<file path="src/hw/rtl/sib_pkg.sv">
// Shared types and constants of the scaled image blitter.
// No dependencies; imported by every module of the block.
package sib_pkg;

  localparam int unsigned DIM_W     = 13;
  localparam int unsigned POS_W     = 12;
  localparam int unsigned CHAN_W    = 8;
  localparam int unsigned LAYOUT_W  = 11;
  localparam int unsigned DIV_W     = 42;
  localparam int unsigned DIV_CNT_W = 6;
  localparam logic [DIM_W-1:0] ChanMax = 13'd255;

  typedef enum logic [2:0] {
    CFG_SRC_W   = 3'd0,
    CFG_SRC_H   = 3'd1,
    CFG_SCR_W   = 3'd2,
    CFG_SCR_H   = 3'd3,
    CFG_DEPTH   = 3'd4,
    CFG_RED     = 3'd5,
    CFG_GREEN   = 3'd6,
    CFG_BLUE    = 3'd7
  } cfg_idx_e;

  typedef enum logic [1:0] {
    DEPTH_32  = 2'd0,
    DEPTH_24  = 2'd1,
    DEPTH_16  = 2'd2,
    DEPTH_OFF = 2'd3
  } depth_e;

  typedef struct packed {
    logic [DIM_W-1:0]    source_width;
    logic [DIM_W-1:0]    source_height;
    logic [DIM_W-1:0]    screen_width;
    logic [DIM_W-1:0]    screen_height;
    depth_e              depth_mode;
    logic [LAYOUT_W-1:0] red_layout;
    logic [LAYOUT_W-1:0] green_layout;
    logic [LAYOUT_W-1:0] blue_layout;
  } cfg_t;

  typedef struct packed {
    logic              frame_start;
    logic [CHAN_W-1:0] blue;
    logic [CHAN_W-1:0] green;
    logic [CHAN_W-1:0] red;
  } item_t;

  typedef struct packed {
    logic [POS_W-1:0] screen_col;
    logic [POS_W-1:0] screen_row;
    logic [31:0]      pixel_value;
    logic             last_write;
  } wr_t;

endpackage

</file>
<file path="src/hw/rtl/sib_front.sv">
// Front end: accepts source pixel requests and holds them in a two-entry queue.
// Depends on sib_pkg.
module sib_front (
  input  logic          clk_i,
  input  logic          rst_ni,
  input  logic          in_valid_i,
  output logic          in_ready_o,
  input  sib_pkg::item_t in_item_i,
  output logic          item_valid_o,
  input  logic          item_ready_i,
  output sib_pkg::item_t item_o
);
  import sib_pkg::*;

  item_t      mem_q [2];
  logic [1:0] cnt_q, cnt_d;
  logic       wp_q, rp_q;
  logic       push, pop;

  assign in_ready_o   = (cnt_q != 2'd2);
  assign item_valid_o = (cnt_q != 2'd0);
  assign item_o       = mem_q[rp_q];
  assign push         = in_valid_i & in_ready_o;
  assign pop          = item_valid_o & item_ready_i;

  always_comb begin
    cnt_d = cnt_q;
    if (push && !pop) cnt_d = cnt_q + 2'd1;
    else if (pop && !push) cnt_d = cnt_q - 2'd1;
  end

  always_ff @(posedge clk_i or negedge rst_ni) begin
    if (!rst_ni) begin
      cnt_q <= 2'd0;
      wp_q  <= 1'b0;
      rp_q  <= 1'b0;
    end else begin
      cnt_q <= cnt_d;
      if (push) wp_q <= ~wp_q;
      if (pop) rp_q <= ~rp_q;
    end
  end

  always_ff @(posedge clk_i) begin
    if (push) mem_q[wp_q] <= in_item_i;
  end

  assert property (@(posedge clk_i) disable iff (!rst_ni) cnt_q != 2'd3)
    else $error("queue count out of range");
  assert property (@(posedge clk_i) disable iff (!rst_ni)
    (cnt_q == 2'd2 && !pop) |=> cnt_q == 2'd2)
    else $error("full queue lost an entry");
  assert property (@(posedge clk_i) disable iff (!rst_ni)
    (cnt_q == 2'd0) |-> !pop)
    else $error("pop from empty queue");

endmodule

</file>
<file path="src/hw/rtl/sib_div.sv">
// Restoring divider, one quotient bit per cycle.
// Depends on sib_pkg.
module sib_div (
  input  logic                      clk_i,
  input  logic                      rst_ni,
  input  logic                      start_i,
  input  logic [sib_pkg::DIV_W-1:0] num_i,
  input  logic [sib_pkg::DIM_W-1:0] den_i,
  output logic                      busy_o,
  output logic                      done_o,
  output logic [sib_pkg::DIV_W-1:0] quot_o
);
  import sib_pkg::*;

  logic [DIV_W-1:0]     dq_q;
  logic [DIM_W-1:0]     rem_q, den_q;
  logic [DIV_CNT_W-1:0] cnt_q;
  logic                 busy_q, done_q;
  logic [DIM_W:0]       trial;
  logic                 ge;

  assign trial  = {rem_q, dq_q[DIV_W-1]};
  assign ge     = (trial >= {1'b0, den_q});
  assign busy_o = busy_q;
  assign done_o = done_q;
  assign quot_o = dq_q;

  always_ff @(posedge clk_i or negedge rst_ni) begin
    if (!rst_ni) begin
      busy_q <= 1'b0;
      done_q <= 1'b0;
      cnt_q  <= '0;
    end else begin
      done_q <= 1'b0;
      if (!busy_q && start_i) begin
        busy_q <= 1'b1;
        cnt_q  <= DIV_CNT_W'(DIV_W - 1);
      end else if (busy_q) begin
        cnt_q <= cnt_q - 1'b1;
        if (cnt_q == '0) begin
          busy_q <= 1'b0;
          done_q <= 1'b1;
        end
      end
    end
  end

  always_ff @(posedge clk_i) begin
    if (!busy_q && start_i) begin
      dq_q  <= num_i;
      den_q <= den_i;
      rem_q <= '0;
    end else if (busy_q) begin
      rem_q <= ge ? DIM_W'(trial - {1'b0, den_q}) : trial[DIM_W-1:0];
      dq_q  <= {dq_q[DIV_W-2:0], ge};
    end
  end

endmodule

</file>
<file path="src/hw/rtl/sib_back.sv">
// Back end: frame setup, pixel selection, packing and the output register.
// Depends on sib_pkg and sib_div.
module sib_back #(
  parameter int unsigned MAX_DIM = 4096
) (
  input  logic           clk_i,
  input  logic           rst_ni,
  input  sib_pkg::cfg_t  cfg_i,
  input  logic           item_valid_i,
  output logic           item_ready_o,
  input  sib_pkg::item_t item_i,
  output logic           wr_valid_o,
  input  logic           wr_ready_i,
  output sib_pkg::wr_t   wr_o
);
  import sib_pkg::*;

  typedef enum logic [4:0] {
    S_IDLE, S_FS, S_FS_DX, S_FS_DY, S_FS_MW, S_FS_MH, S_FS_OFF, S_CHK,
    S_PK, S_PK_W, S_CV, S_CV_W, S_EMIT, S_PC, S_PC_W, S_SRC, S_PR_W
  } state_e;

  state_e           state_q;
  item_t            it_q;
  logic [DIM_W-1:0] src_col_q, src_row_q, dst_col_q, dst_row_q;
  logic [DIM_W-1:0] pick_col_q, pick_row_q, out_w_q, out_h_q;
  logic [POS_W-1:0] off_col_q, off_row_q, col_q, row_q;
  logic [28:0]      sx_q;
  logic [15:0]      s_q;
  logic [1:0]       idx_q;
  logic [31:0]      px_q;
  logic [4:0]       rr_q, bb_q;
  logic [5:0]       gg_q;
  logic             row_hit_q, last_q;
  logic             wr_valid_q;
  wr_t              wr_q;
  logic [39:0]      fy_q, fq_q;

  logic             div_start, div_busy, div_done;
  logic [DIV_W-1:0] div_num, div_quot;
  logic [DIM_W-1:0] div_den;

  logic [DIM_W-1:0]    w, h, sw, sh;
  logic                do_scale, sizes_ok;
  logic [CHAN_W-1:0]   chan;
  logic [LAYOUT_W-1:0] layout;
  logic [5:0]          shamt;
  logic [39:0]         chan_prod;
  logic [CHAN_W-1:0]   cv_byte;
  logic [5:0]          cv_mul;
  logic [13:0]         cv_prod;
  logic [DIM_W-1:0]    dst_col_n, dst_row_n, src_col_n;
  logic [DIM_W:0]      col_w, row_w;
  logic                row_hit, hit, emit;
  logic [28:0]         mw_prod, mh_prod;
  logic [28:0]         s_min;
  logic [31:0]         v_out;
  logic                out_free, wr_issue;
  logic                fold_done;
  logic [39:0]         fold_quot;

  assign sw = cfg_i.source_width;
  assign sh = cfg_i.source_height;
  assign w  = ({19'b0, cfg_i.screen_width} > 32'(MAX_DIM)) ? DIM_W'(MAX_DIM)
                                                          : cfg_i.screen_width;
  assign h  = ({19'b0, cfg_i.screen_height} > 32'(MAX_DIM)) ? DIM_W'(MAX_DIM)
                                                           : cfg_i.screen_height;
  assign do_scale = (sw > w) || (sh > h);
  assign sizes_ok = (cfg_i.red_layout[10:5] != 6'd0) &&
                    (cfg_i.green_layout[10:5] != 6'd0) &&
                    (cfg_i.blue_layout[10:5] != 6'd0);

  always_comb begin
    unique case (idx_q)
      2'd0:    begin chan = it_q.red;   layout = cfg_i.red_layout;   end
      2'd1:    begin chan = it_q.green; layout = cfg_i.green_layout; end
      default: begin chan = it_q.blue;  layout = cfg_i.blue_layout;  end
    endcase
    // c * (2^size - 1), mask size capped at 32
    shamt = (layout[10:5] >= 6'd32) ? 6'd32 : layout[10:5];
    chan_prod = ({32'b0, chan} << shamt) - {32'b0, chan};
    unique case (idx_q)
      2'd0:    begin cv_byte = px_q[23:16]; cv_mul = 6'd31; end
      2'd1:    begin cv_byte = px_q[15:8];  cv_mul = 6'd63; end
      default: begin cv_byte = px_q[7:0];   cv_mul = 6'd31; end
    endcase
    cv_prod = {6'b0, cv_byte} * {8'b0, cv_mul};
  end

  // divide by 255: x = 256a + b = 255a + (a + b), one fold per cycle
  assign fold_done = (fy_q[39:8] == '0);
  assign fold_quot = fq_q + {39'b0, (fy_q[7:0] == ChanMax[7:0])};

  assign dst_col_n = dst_col_q + 1'b1;
  assign dst_row_n = dst_row_q + 1'b1;
  assign src_col_n = src_col_q + 1'b1;
  assign col_w     = {2'b0, off_col_q} + {1'b0, dst_col_q};
  assign row_w     = {2'b0, off_row_q} + {1'b0, dst_row_q};
  assign row_hit   = (src_row_q == pick_row_q);
  assign hit       = row_hit && (src_col_q == pick_col_q) && (dst_col_q < out_w_q);
  assign emit      = hit && (cfg_i.depth_mode != DEPTH_OFF) &&
                     (col_w < {1'b0, w}) && (row_w < {1'b0, h});
  assign mw_prod   = {16'b0, sw} * {13'b0, s_q};
  assign mh_prod   = {16'b0, sh} * {13'b0, s_q};
  assign s_min     = (sx_q < div_quot[28:0]) ? sx_q : div_quot[28:0];
  assign out_free  = !wr_valid_q || wr_ready_i;
  assign wr_issue  = (state_q == S_EMIT) && out_free;

  always_comb begin
    unique case (cfg_i.depth_mode)
      DEPTH_32: v_out = px_q;
      DEPTH_24: v_out = {8'b0, px_q[23:0]};
      default:  v_out = {16'b0, rr_q, gg_q, bb_q};
    endcase
  end

  // operands for the shared divider
  always_comb begin
    div_start = 1'b0;
    div_num   = '0;
    div_den   = '0;
    unique case (state_q)
      S_FS: begin
        div_start = (sw != '0) && (sh != '0) && do_scale;
        div_num   = {13'b0, w, 16'b0};
        div_den   = sw;
      end
      S_FS_DX: begin
        div_start = div_done;
        div_num   = {13'b0, h, 16'b0};
        div_den   = sh;
      end
      S_PC: begin
        div_start = 1'b1;
        div_num   = {16'b0, {13'b0, dst_col_n} * {13'b0, sw}};
        div_den   = out_w_q;
      end
      S_SRC: begin
        div_start = (src_col_n >= sw) && row_hit_q;
        div_num   = {16'b0, {13'b0, dst_row_n} * {13'b0, sh}};
        div_den   = out_h_q;
      end
      default: ;
    endcase
  end

  sib_div u_div (
    .clk_i   (clk_i),
    .rst_ni  (rst_ni),
    .start_i (div_start),
    .num_i   (div_num),
    .den_i   (div_den),
    .busy_o  (div_busy),
    .done_o  (div_done),
    .quot_o  (div_quot)
  );

  assign item_ready_o = (state_q == S_IDLE);
  assign wr_valid_o   = wr_valid_q;
  assign wr_o         = wr_q;

  always_ff @(posedge clk_i or negedge rst_ni) begin
    if (!rst_ni) begin
      state_q    <= S_IDLE;
      src_col_q  <= '0;
      src_row_q  <= '0;
      dst_col_q  <= '0;
      dst_row_q  <= '0;
      pick_col_q <= '0;
      pick_row_q <= '0;
      out_w_q    <= '0;
      out_h_q    <= '0;
      off_col_q  <= '0;
      off_row_q  <= '0;
      wr_valid_q <= 1'b0;
      idx_q      <= '0;
    end else begin
      wr_valid_q <= wr_issue || (wr_valid_q && !wr_ready_i);
      unique case (state_q)
        S_IDLE: begin
          if (item_valid_i) state_q <= item_i.frame_start ? S_FS : S_CHK;
        end
        S_FS: begin
          src_col_q  <= '0;
          src_row_q  <= '0;
          dst_col_q  <= '0;
          dst_row_q  <= '0;
          pick_col_q <= '0;
          pick_row_q <= '0;
          off_col_q  <= '0;
          off_row_q  <= '0;
          if (sw == '0 || sh == '0) begin
            out_w_q <= '0;
            out_h_q <= '0;
            state_q <= S_CHK;
          end else if (do_scale) begin
            state_q <= S_FS_DX;
          end else begin
            out_w_q <= sw;
            out_h_q <= sh;
            state_q <= S_FS_OFF;
          end
        end
        S_FS_DX: if (div_done) state_q <= S_FS_DY;
        S_FS_DY: if (div_done) state_q <= S_FS_MW;
        S_FS_MW: begin
          out_w_q <= (mw_prod[28:16] == '0) ? DIM_W'(1) : mw_prod[28:16];
          state_q <= S_FS_MH;
        end
        S_FS_MH: begin
          out_h_q <= (mh_prod[28:16] == '0) ? DIM_W'(1) : mh_prod[28:16];
          state_q <= S_FS_OFF;
        end
        S_FS_OFF: begin
          off_col_q <= (w > out_w_q) ? POS_W'((w - out_w_q) >> 1) : '0;
          off_row_q <= (h > out_h_q) ? POS_W'((h - out_h_q) >> 1) : '0;
          state_q   <= S_CHK;
        end
        S_CHK: begin
          idx_q <= '0;
          if (out_w_q == '0 || out_h_q == '0 || dst_row_q >= out_h_q) begin
            state_q <= S_IDLE;
          end else if (emit) begin
            state_q <= sizes_ok ? S_PK
                     : (cfg_i.depth_mode == DEPTH_16) ? S_CV : S_EMIT;
          end else if (hit) begin
            state_q <= S_PC;
          end else begin
            state_q <= S_SRC;
          end
        end
        S_PK:   state_q <= S_PK_W;
        S_PK_W: begin
          if (fold_done) begin
            idx_q <= (idx_q == 2'd2) ? 2'd0 : idx_q + 2'd1;
            if (idx_q != 2'd2) state_q <= S_PK;
            else state_q <= (cfg_i.depth_mode == DEPTH_16) ? S_CV : S_EMIT;
          end
        end
        S_CV:   state_q <= S_CV_W;
        S_CV_W: begin
          if (fold_done) begin
            idx_q   <= (idx_q == 2'd2) ? 2'd0 : idx_q + 2'd1;
            state_q <= (idx_q == 2'd2) ? S_EMIT : S_CV;
          end
        end
        S_EMIT: begin
          if (out_free) state_q <= S_PC;
        end
        S_PC: begin
          dst_col_q <= dst_col_n;
          state_q   <= S_PC_W;
        end
        S_PC_W: begin
          if (div_done) begin
            pick_col_q <= div_quot[DIM_W-1:0];
            state_q    <= S_SRC;
          end
        end
        S_SRC: begin
          if (src_col_n >= sw) begin
            src_col_q <= '0;
            src_row_q <= src_row_q + 1'b1;
            if (row_hit_q) begin
              dst_row_q  <= dst_row_n;
              dst_col_q  <= '0;
              pick_col_q <= '0;
              state_q    <= S_PR_W;
            end else begin
              state_q <= S_IDLE;
            end
          end else begin
            src_col_q <= src_col_n;
            state_q   <= S_IDLE;
          end
        end
        S_PR_W: begin
          if (div_done) begin
            pick_row_q <= div_quot[DIM_W-1:0];
            state_q    <= S_IDLE;
          end
        end
        default: state_q <= S_IDLE;
      endcase
    end
  end

  // datapath registers, no reset
  always_ff @(posedge clk_i) begin
    if (state_q == S_IDLE && item_valid_i) it_q <= item_i;
    if (state_q == S_FS_DX && div_done) sx_q <= div_quot[28:0];
    if (state_q == S_FS_DY && div_done) s_q <= (s_min == '0) ? 16'd1 : s_min[15:0];
    if (state_q == S_CHK) begin
      row_hit_q <= row_hit;
      col_q     <= col_w[POS_W-1:0];
      row_q     <= row_w[POS_W-1:0];
      last_q    <= ({1'b0, dst_col_q} + 1'b1 == {1'b0, out_w_q}) &&
                   ({1'b0, dst_row_q} + 1'b1 == {1'b0, out_h_q});
      px_q      <= sizes_ok ? 32'd0 : {8'b0, it_q.red, it_q.green, it_q.blue};
    end
    if (state_q == S_PK) begin
      fy_q <= chan_prod;
      fq_q <= '0;
    end else if (state_q == S_CV) begin
      fy_q <= {26'b0, cv_prod};
      fq_q <= '0;
    end else if ((state_q == S_PK_W || state_q == S_CV_W) && !fold_done) begin
      fq_q <= fq_q + {8'b0, fy_q[39:8]};
      fy_q <= {8'b0, fy_q[39:8]} + {32'b0, fy_q[7:0]};
    end
    if (state_q == S_PK_W && fold_done) px_q <= px_q | (fold_quot[31:0] << layout[4:0]);
    if (state_q == S_CV_W && fold_done) begin
      unique case (idx_q)
        2'd0:    rr_q <= fold_quot[4:0];
        2'd1:    gg_q <= fold_quot[5:0];
        default: bb_q <= fold_quot[4:0];
      endcase
    end
    if (wr_issue) begin
      wr_q.screen_col  <= col_q;
      wr_q.screen_row  <= row_q;
      wr_q.pixel_value <= v_out;
      wr_q.last_write  <= last_q;
    end
  end

  assert property (@(posedge clk_i) disable iff (!rst_ni) div_start |-> !div_busy)
    else $error("divider started while busy");
  assert property (@(posedge clk_i) disable iff (!rst_ni)
    (state_q == S_EMIT && out_free) |-> (out_w_q != '0 && dst_col_q < out_w_q))
    else $error("write issued outside scaled width");
  assert property (@(posedge clk_i) disable iff (!rst_ni)
    (state_q == S_FS_OFF) |-> (out_w_q != '0 && out_h_q != '0))
    else $error("frame setup produced empty size");

endmodule

</file>
<file path="src/hw/rtl/scaled_image_blitter_top.sv">
// Top level of the scaled image blitter: configuration registers, front and back.
// Depends on sib_pkg, sib_front and sib_back.
//
//  channel   dir  signals                         payload
//  s_axis    in   tvalid tready tdata tuser       red, green, blue, frame_start
//  m_axis    out  tvalid tready tdata tlast       screen_col, screen_row, pixel_value
//  cfg       in   cfg_we_i cfg_idx_i cfg_data_i   register index and value
//
// One pixel at a time: a skipped pixel passes S_IDLE, S_CHK and S_SRC; the end of a
// picked row adds a pick division, and a selected pixel adds a pick division plus
// divide-by-255 folding for packing and for 565.
// A scaling frame start adds two scale-ratio divisions and S_FS_MW, S_FS_MH, S_FS_OFF.
// Reset is asynchronous, active low; no clearing pass. The two-entry input queue
// and the output register let either side stall independently.
module scaled_image_blitter_top #(
  parameter int unsigned MAX_DIM = 4096
) (
  input  logic        clk_i,
  input  logic        rst_ni,
  input  logic        s_axis_tvalid,
  output logic        s_axis_tready,
  input  logic [23:0] s_axis_tdata,   // red[7:0], green[15:8], blue[23:16]
  input  logic        s_axis_tuser,   // frame_start
  output logic        m_axis_tvalid,
  input  logic        m_axis_tready,
  output logic [55:0] m_axis_tdata,   // screen_col[11:0], screen_row[23:12],
                                      // pixel_value[55:24]
  output logic        m_axis_tlast,   // last_write
  input  logic        cfg_we_i,
  input  logic [2:0]  cfg_idx_i,
  input  logic [12:0] cfg_data_i
);
  import sib_pkg::*;

  cfg_t  cfg_q;
  item_t in_item, q_item;
  logic  q_valid, q_ready;
  wr_t   wr;

  assign in_item.frame_start = s_axis_tuser;
  assign in_item.red         = s_axis_tdata[7:0];
  assign in_item.green       = s_axis_tdata[15:8];
  assign in_item.blue        = s_axis_tdata[23:16];

  always_ff @(posedge clk_i or negedge rst_ni) begin
    if (!rst_ni) begin
      cfg_q.source_width  <= 13'd0;
      cfg_q.source_height <= 13'd0;
      cfg_q.screen_width  <= 13'd1024;
      cfg_q.screen_height <= 13'd768;
      cfg_q.depth_mode    <= DEPTH_32;
      cfg_q.red_layout    <= 11'd528;
      cfg_q.green_layout  <= 11'd264;
      cfg_q.blue_layout   <= 11'd256;
    end else if (cfg_we_i) begin
      unique case (cfg_idx_e'(cfg_idx_i))
        CFG_SRC_W: cfg_q.source_width  <= cfg_data_i;
        CFG_SRC_H: cfg_q.source_height <= cfg_data_i;
        CFG_SCR_W: cfg_q.screen_width  <= cfg_data_i;
        CFG_SCR_H: cfg_q.screen_height <= cfg_data_i;
        CFG_DEPTH: cfg_q.depth_mode    <= depth_e'(cfg_data_i[1:0]);
        CFG_RED:   cfg_q.red_layout    <= cfg_data_i[10:0];
        CFG_GREEN: cfg_q.green_layout  <= cfg_data_i[10:0];
        CFG_BLUE:  cfg_q.blue_layout   <= cfg_data_i[10:0];
        default: ;
      endcase
    end
  end

  sib_front u_front (
    .clk_i        (clk_i),
    .rst_ni       (rst_ni),
    .in_valid_i   (s_axis_tvalid),
    .in_ready_o   (s_axis_tready),
    .in_item_i    (in_item),
    .item_valid_o (q_valid),
    .item_ready_i (q_ready),
    .item_o       (q_item)
  );

  sib_back #(.MAX_DIM(MAX_DIM)) u_back (
    .clk_i        (clk_i),
    .rst_ni       (rst_ni),
    .cfg_i        (cfg_q),
    .item_valid_i (q_valid),
    .item_ready_o (q_ready),
    .item_i       (q_item),
    .wr_valid_o   (m_axis_tvalid),
    .wr_ready_i   (m_axis_tready),
    .wr_o         (wr)
  );

  assign m_axis_tdata = {wr.pixel_value, wr.screen_row, wr.screen_col};
  assign m_axis_tlast = wr.last_write;

endmodule
</file>
<file path="config.mk">
export PLATFORM = sky130hd
export DESIGN_NAME = scaled_image_blitter_top
export DESIGN_NICKNAME = d
export VERILOG_FILES = /design/src/hw/rtl/sib_pkg.sv /design/src/hw/rtl/sib_front.sv /design/src/hw/rtl/sib_div.sv /design/src/hw/rtl/sib_back.sv /design/src/hw/rtl/scaled_image_blitter_top.sv
export SDC_FILE = /design/constraint.sdc
export NUM_CORES = 2
export LEC_CHECK = 0
export BUFFER_PORTS_ARGS = -buffer_cell sky130_fd_sc_hd__buf_4
export CAP_MARGIN = 20
export CORE_MARGIN = 2
export CORE_UTILIZATION = 37
export DETAILED_ROUTE_END_ITERATION = 7
export PLACE_DENSITY = 0.59
export SYNTH_ARGS = -nofsm -noshare
export SYNTH_HDL_FRONTEND = slang
export SYNTH_SLANG_ARGS = --single-unit
</file>
<file path="constraint.sdc">
create_clock -name clk_i -period 12.9 [get_ports clk_i]
set_input_delay 0.645 -clock clk_i [delete_from_list [all_inputs] [get_ports clk_i]]
set_output_delay 0.645 -clock clk_i [all_outputs]
set_load 0.005 [all_outputs]
</file>
==> summary by stage <==
Cells and area
The library cell used most frequently in the layout, excluding fill and tap cells, is sky130_fd_sc_hd__inv_1. The filler cell count is 16800. Compared with the post-synthesis result, the final layout area differs by 9.39%. Of the cells placed in the final design, the portion with a size suffix greater than 1 is 8.33%.

In the layout the commonest cells are sky130_fd_sc_hd__inv_1 (905), sky130_fd_sc_hd__nand2_1 (803), sky130_fd_sc_hd__fa_1 (581). The net count reported at finish is 7986.

Detailed routing
In this run the remaining antenna-violating nets after routing total 0. The final wirelength is 207 mm. Dividing the detail-routed via count by the number of cells gives 5.57. Dividing the detail-routed wire length by the instance count gives 22.7 um. For this run, design rule violations remaining after detail routing come to 0. Before antenna repair, the detailed router went through 6 iterations. The iteration-0 DRC count of the detailed router is 5011. Across all layers, the routed design uses 50700 vias.

Outcome
The run finished, with violations left. The final reports fail on hold timing.

Synthesis
The portion of synthesized area spent on multiplexers is 4.13%. The count of warnings emitted by yosys is 0. The post-synthesis xor/xnor area fraction is 4.27%. The count of flip-flops with a built-in enable after synthesis is 345. The compound-cell area share of the yosys netlist is 12.1%. After synthesis, flip-flops and latches occupy 27.1% of the total area. The net count after synthesis is 7992. The main combinational cell family by area after synthesis is adder cells. The share of synthesized cell area in full adder, half adder and majority cells is 29.1%. The mean instance size in the synthesized netlist is 9.28 um^2. Ranked by total cell area, the synthesized netlist is headed by sky130_fd_sc_hd__fa_1 (18%), sky130_fd_sc_hd__edfxtp_1 (16%), sky130_fd_sc_hd__ha_1 (11%). The synthesized netlist occupies a cell area of 63300 um^2.

After synthesis the netlist holds a flip-flop and latch count of 625. The distinct cell type count of the synthesized netlist is 102. The share of synthesized registers carrying an async set or reset is 37.6%.

The predominant post-synthesis flop cell is sky130_fd_sc_hd__edfxtp_1. The synthesized netlist cell count is 6824. In this run the biggest area consumer among cell types represents 18.4% of the synthesized area. Summed over all instances, the cell type with the most area after synthesis is sky130_fd_sc_hd__fa_1. The simple-gate share of the synthesized area is 16.0%.

Timing
The final critical path takes up 61.1% of the cycle. The final hold violation count came to 3. The post-route clock skew is 0.0377 ns. In the final timing run, aggregate negative setup slack is 0 ns. The worst hold margin is -0.0132 ns. Measured against its own limit, the worst slew margin works out to 26.8%. For the pin with the worst max-slew slack, the measured transition is 1.07 ns.

Based on the critical path, the design can be clocked at up to 127 MHz. Setup repair after global routing left no endpoint under its margin. Setup violations remaining at the end of the flow were counted as 0. The number of slew-limit violations in the final report is 0. The routed design could run at a clock period as short as 7.88 ns.

Power
The worst-case IR drop observed on VDD is 0.359 mV. The power density over the cells is 239 nW/um^2. The design draws 16600 uW. The static power due to leakage is 0.0314 uW.

Worst setup path
For flop-to-flop paths, the worst setup slack is 5.02 ns. The critical path is of the reg2reg type. The source of the critical timing path is u_back.dst_col_q[0]$_DFFE_PN0P_. The capture point of the worst reg-to-reg path is u_back.u_div.quot_o[25]$_DFFE_PP_. The worst setup path is captured at a flip-flop. The most critical setup path has its endpoint at u_back.u_div.quot_o[25]$_DFFE_PP_. For the worst setup path, the data arrival time is 8.27 ns. The number of cells traversed by the worst register-to-register path is 26. The worst register-to-register path begins at u_back.dst_col_q[0]$_DFFE_PN0P_.

The worst setup path is launched from a flip-flop. Along the worst path, the maximum fanout reaches 18. STA puts the critical path data required time at 13.29 ns.

Clock tree
The post-cts gate resize count is 0. At the later pin of the worst-skew pair, clock insertion delay measures 0.66 ns. CTS built an H-tree with a depth of 3. For this design, the sink count on the clock tree is 625. The deepest clock path buffer count is 3.

TritonCTS created 72 clock buffers. The number of setup buffers added after CTS is 0. TritonCTS built the clock tree. The cts-stage hold buffer count is 0. The root buffer cell chosen for the clock tree is sky130_fd_sc_hd__clkbuf_16. Clock-pin slew was measured on the worst setup and hold paths at 0.06 ns.

Global routing
The number of antenna violations at the first check in global routing is 9. The largest net degree at the start of global routing is 95. The first global-routing pass estimated 316 mm of wire. The remaining global-route overflow is 0. In the global route stage, overall resource usage came out at 23.6%. The via count of the first global-routing pass is 50300.

Floorplan
Measured along the x axis, the die boundary spans 418 um. The starting density of the core is 37.3%. The die area is 174000 um^2. The I/O pin count is 105. The die extent in y is 418 um. The floorplan core area is 170000 um^2. The floorplan has 151 rows.

Worst hold path
The worst min-delay path category is in2async.

Placement
Routability-driven placement finished with a final weighted congestion of 0.980. The HPWL after detailed placement is 158 mm. The number of buffers added on ports is 104.

Run
The tool flagged a number of max-cap violations equal to 0.
==> cells in the mapped netlist (51+ instances only) <==
master and instances:
sky130_fd_sc_hd__nor2_1 363, sky130_fd_sc_hd__clkbuf_1 281, sky130_fd_sc_hd__o21ai_0 313, sky130_fd_sc_hd__nor3_1 69, sky130_fd_sc_hd__and2_1 300, sky130_fd_sc_hd__a21oi_1 285, sky130_fd_sc_hd__a21o_1 81, sky130_fd_sc_hd__a31oi_1 52
sky130_fd_sc_hd__xor2_1 112, sky130_fd_sc_hd__mux2_2 146, sky130_fd_sc_hd__mux2i_1 90, sky130_fd_sc_hd__o22ai_1 51, sky130_fd_sc_hd__xnor2_1 197, sky130_fd_sc_hd__fa_1 581, sky130_fd_sc_hd__nor2b_1 92, sky130_fd_sc_hd__nand4_1 64
sky130_fd_sc_hd__ha_1 541, sky130_fd_sc_hd__edfxtp_1 345, sky130_fd_sc_hd__inv_1 905, sky130_fd_sc_hd__dfrtp_1 227, sky130_fd_sc_hd__nor4_1 57, sky130_fd_sc_hd__nand3_1 158, sky130_fd_sc_hd__nand2_1 804, sky130_fd_sc_hd__and3_1 58
==> metrics by stage <==
| step | setup WS [ns] | cells | instance area [um^2] | utilization (%) | hold WS (ns) |
|---|---|---|---|---|---|
| global placement | 5.18 | 8959 | 66700 | 39.3 | 0.401 |
| CTS | 5.02 | 9094 | 69200 | 40.8 | 0.0197 |
| finish | 5.02 | 9100 | 69300 | 40.8 | -0.0132 |
| global route | 4.56 | 9098 | 69200 | 40.8 | 0.0462 |
| floorplan | 5.90 | 6824 | 63300 | - | 0.349 |
| detailed placement | 5.08 | 8960 | 66700 | 39.3 | 0.405 |
==> worst min path at each step <==
stage / startpoint / to / slack, ns / cells past startpoint
6_report: rst_ni / u_back.dst_col_q[0]$_DFFE_PN0P_ / -0.01 / 1
3_3_place_gp: u_back.last_q$_DFFE_PP_ / u_back.wr_o[0]$_DFFE_PP_ / 0.40 / 0
3_5_place_dp: u_back.row_q[7]$_DFFE_PP_ / u_back.wr_o[40]$_DFFE_PP_ / 0.40 / 0
2_1_floorplan: rst_ni / cfg_q[0]$_DFFE_PN0P_ / 0.35 / 0
4_1_cts: rst_ni / u_back.dst_col_q[4]$_DFFE_PN0P_ / 0.02 / 1
5_1_grt: rst_ni / u_back.dst_col_q[0]$_DFFE_PN0P_ / 0.05 / 1
==> registers in the layout (all words and copies together) (netlist names), 13 cells and up <==
signal and cells:
u_front.mem_q 50, u_back.fq_q 32, u_back.src_col_q 13, u_back.it_q 24, u_back.out_h_q 13, u_back.src_row_q 13, u_back.wr_o 57, u_back.pick_row_q 13
u_back.dst_col_q 13, u_back.dst_row_q 13, u_back.out_w_q 13, u_back.sx_q 29, u_back.px_q 32, cfg_q 87, u_back.fy_q 40, u_back.u_div.den_q 13
u_back.s_q 16, u_back.pick_col_q 13, u_back.u_div.rem_q 13, u_back.u_div.quot_o 42
==> cell type report <==
class                           count  area (um^2)  share of cell area [%]
Multi-Input combinational cell   4980        41700                    60.2
Sequential cell                   625        17200                    24.8
Inverter                          908         3410                    4.92
Tap cell                         2218         2780                    4.01
Clock buffer                       92         1980                    2.86
Timing Repair Buffer              231         1780                    2.57
Clock inverter                     42          479                   0.692
Antenna cell                        4         10.0                  0.0145
==> per-layer routing <==
metal / vias to the layer above / GRT usage [%] / part of all wire (%)
met1: 25400 / 33.3 / 44
met2: 1925 / 37.0 / 45
met3: 373 / 3.41 / 7.7
met5: - / 0 / 0.013
li1: 23000 / - / -
met4: 4 / 8.25 / 3.6
==> where the power goes <==
part           internal, uW  switching [uW]  total (uW)
combinational          4050            7070       11100
clock                  1260             884        2140
sequential             2770             532        3300
==> critical path, cell delays in order, from the launching register on <==
cell,delay (ns)
sky130_fd_sc_hd__dfrtp_1,0.32
sky130_fd_sc_hd__buf_4,0.25
sky130_fd_sc_hd__ha_1,0.28
sky130_fd_sc_hd__nand3_1,0.15
sky130_fd_sc_hd__xor2_1,0.78
sky130_fd_sc_hd__nor2_1,0.12
sky130_fd_sc_hd__fa_1,0.51
sky130_fd_sc_hd__inv_1,0.05
sky130_fd_sc_hd__fa_1,0.53
sky130_fd_sc_hd__inv_1,0.05
sky130_fd_sc_hd__ha_1,0.28
sky130_fd_sc_hd__ha_1,0.27
sky130_fd_sc_hd__inv_1,0.05
sky130_fd_sc_hd__fa_1,0.59
sky130_fd_sc_hd__inv_1,0.06
sky130_fd_sc_hd__ha_1,0.28
sky130_fd_sc_hd__a21o_1,0.16
sky130_fd_sc_hd__a21o_1,0.20
sky130_fd_sc_hd__a2111oi_0,0.65
sky130_fd_sc_hd__o211ai_1,0.26
sky130_fd_sc_hd__a21o_1,0.22
sky130_fd_sc_hd__a21o_1,0.22
sky130_fd_sc_hd__a41oi_1,0.49
sky130_fd_sc_hd__nand2_1,0.14
sky130_fd_sc_hd__o211ai_1,0.19
sky130_fd_sc_hd__a31oi_1,0.11
sky130_fd_sc_hd__o32a_1,0.37
==> logic make-up after synthesis <==
| logic type | after synthesis |
|---|---|
| AOI/OAI and AO/OA | 1205 |
| and+or+nand+nor | 2104 |
| muxes | 240 |
| xor gates and xnor gates | 309 |
| buffers and inverters | 1219 |
| DFF | 625 |
| adders and majority gates | 1122 |
(Power assumes the default switching activity.)
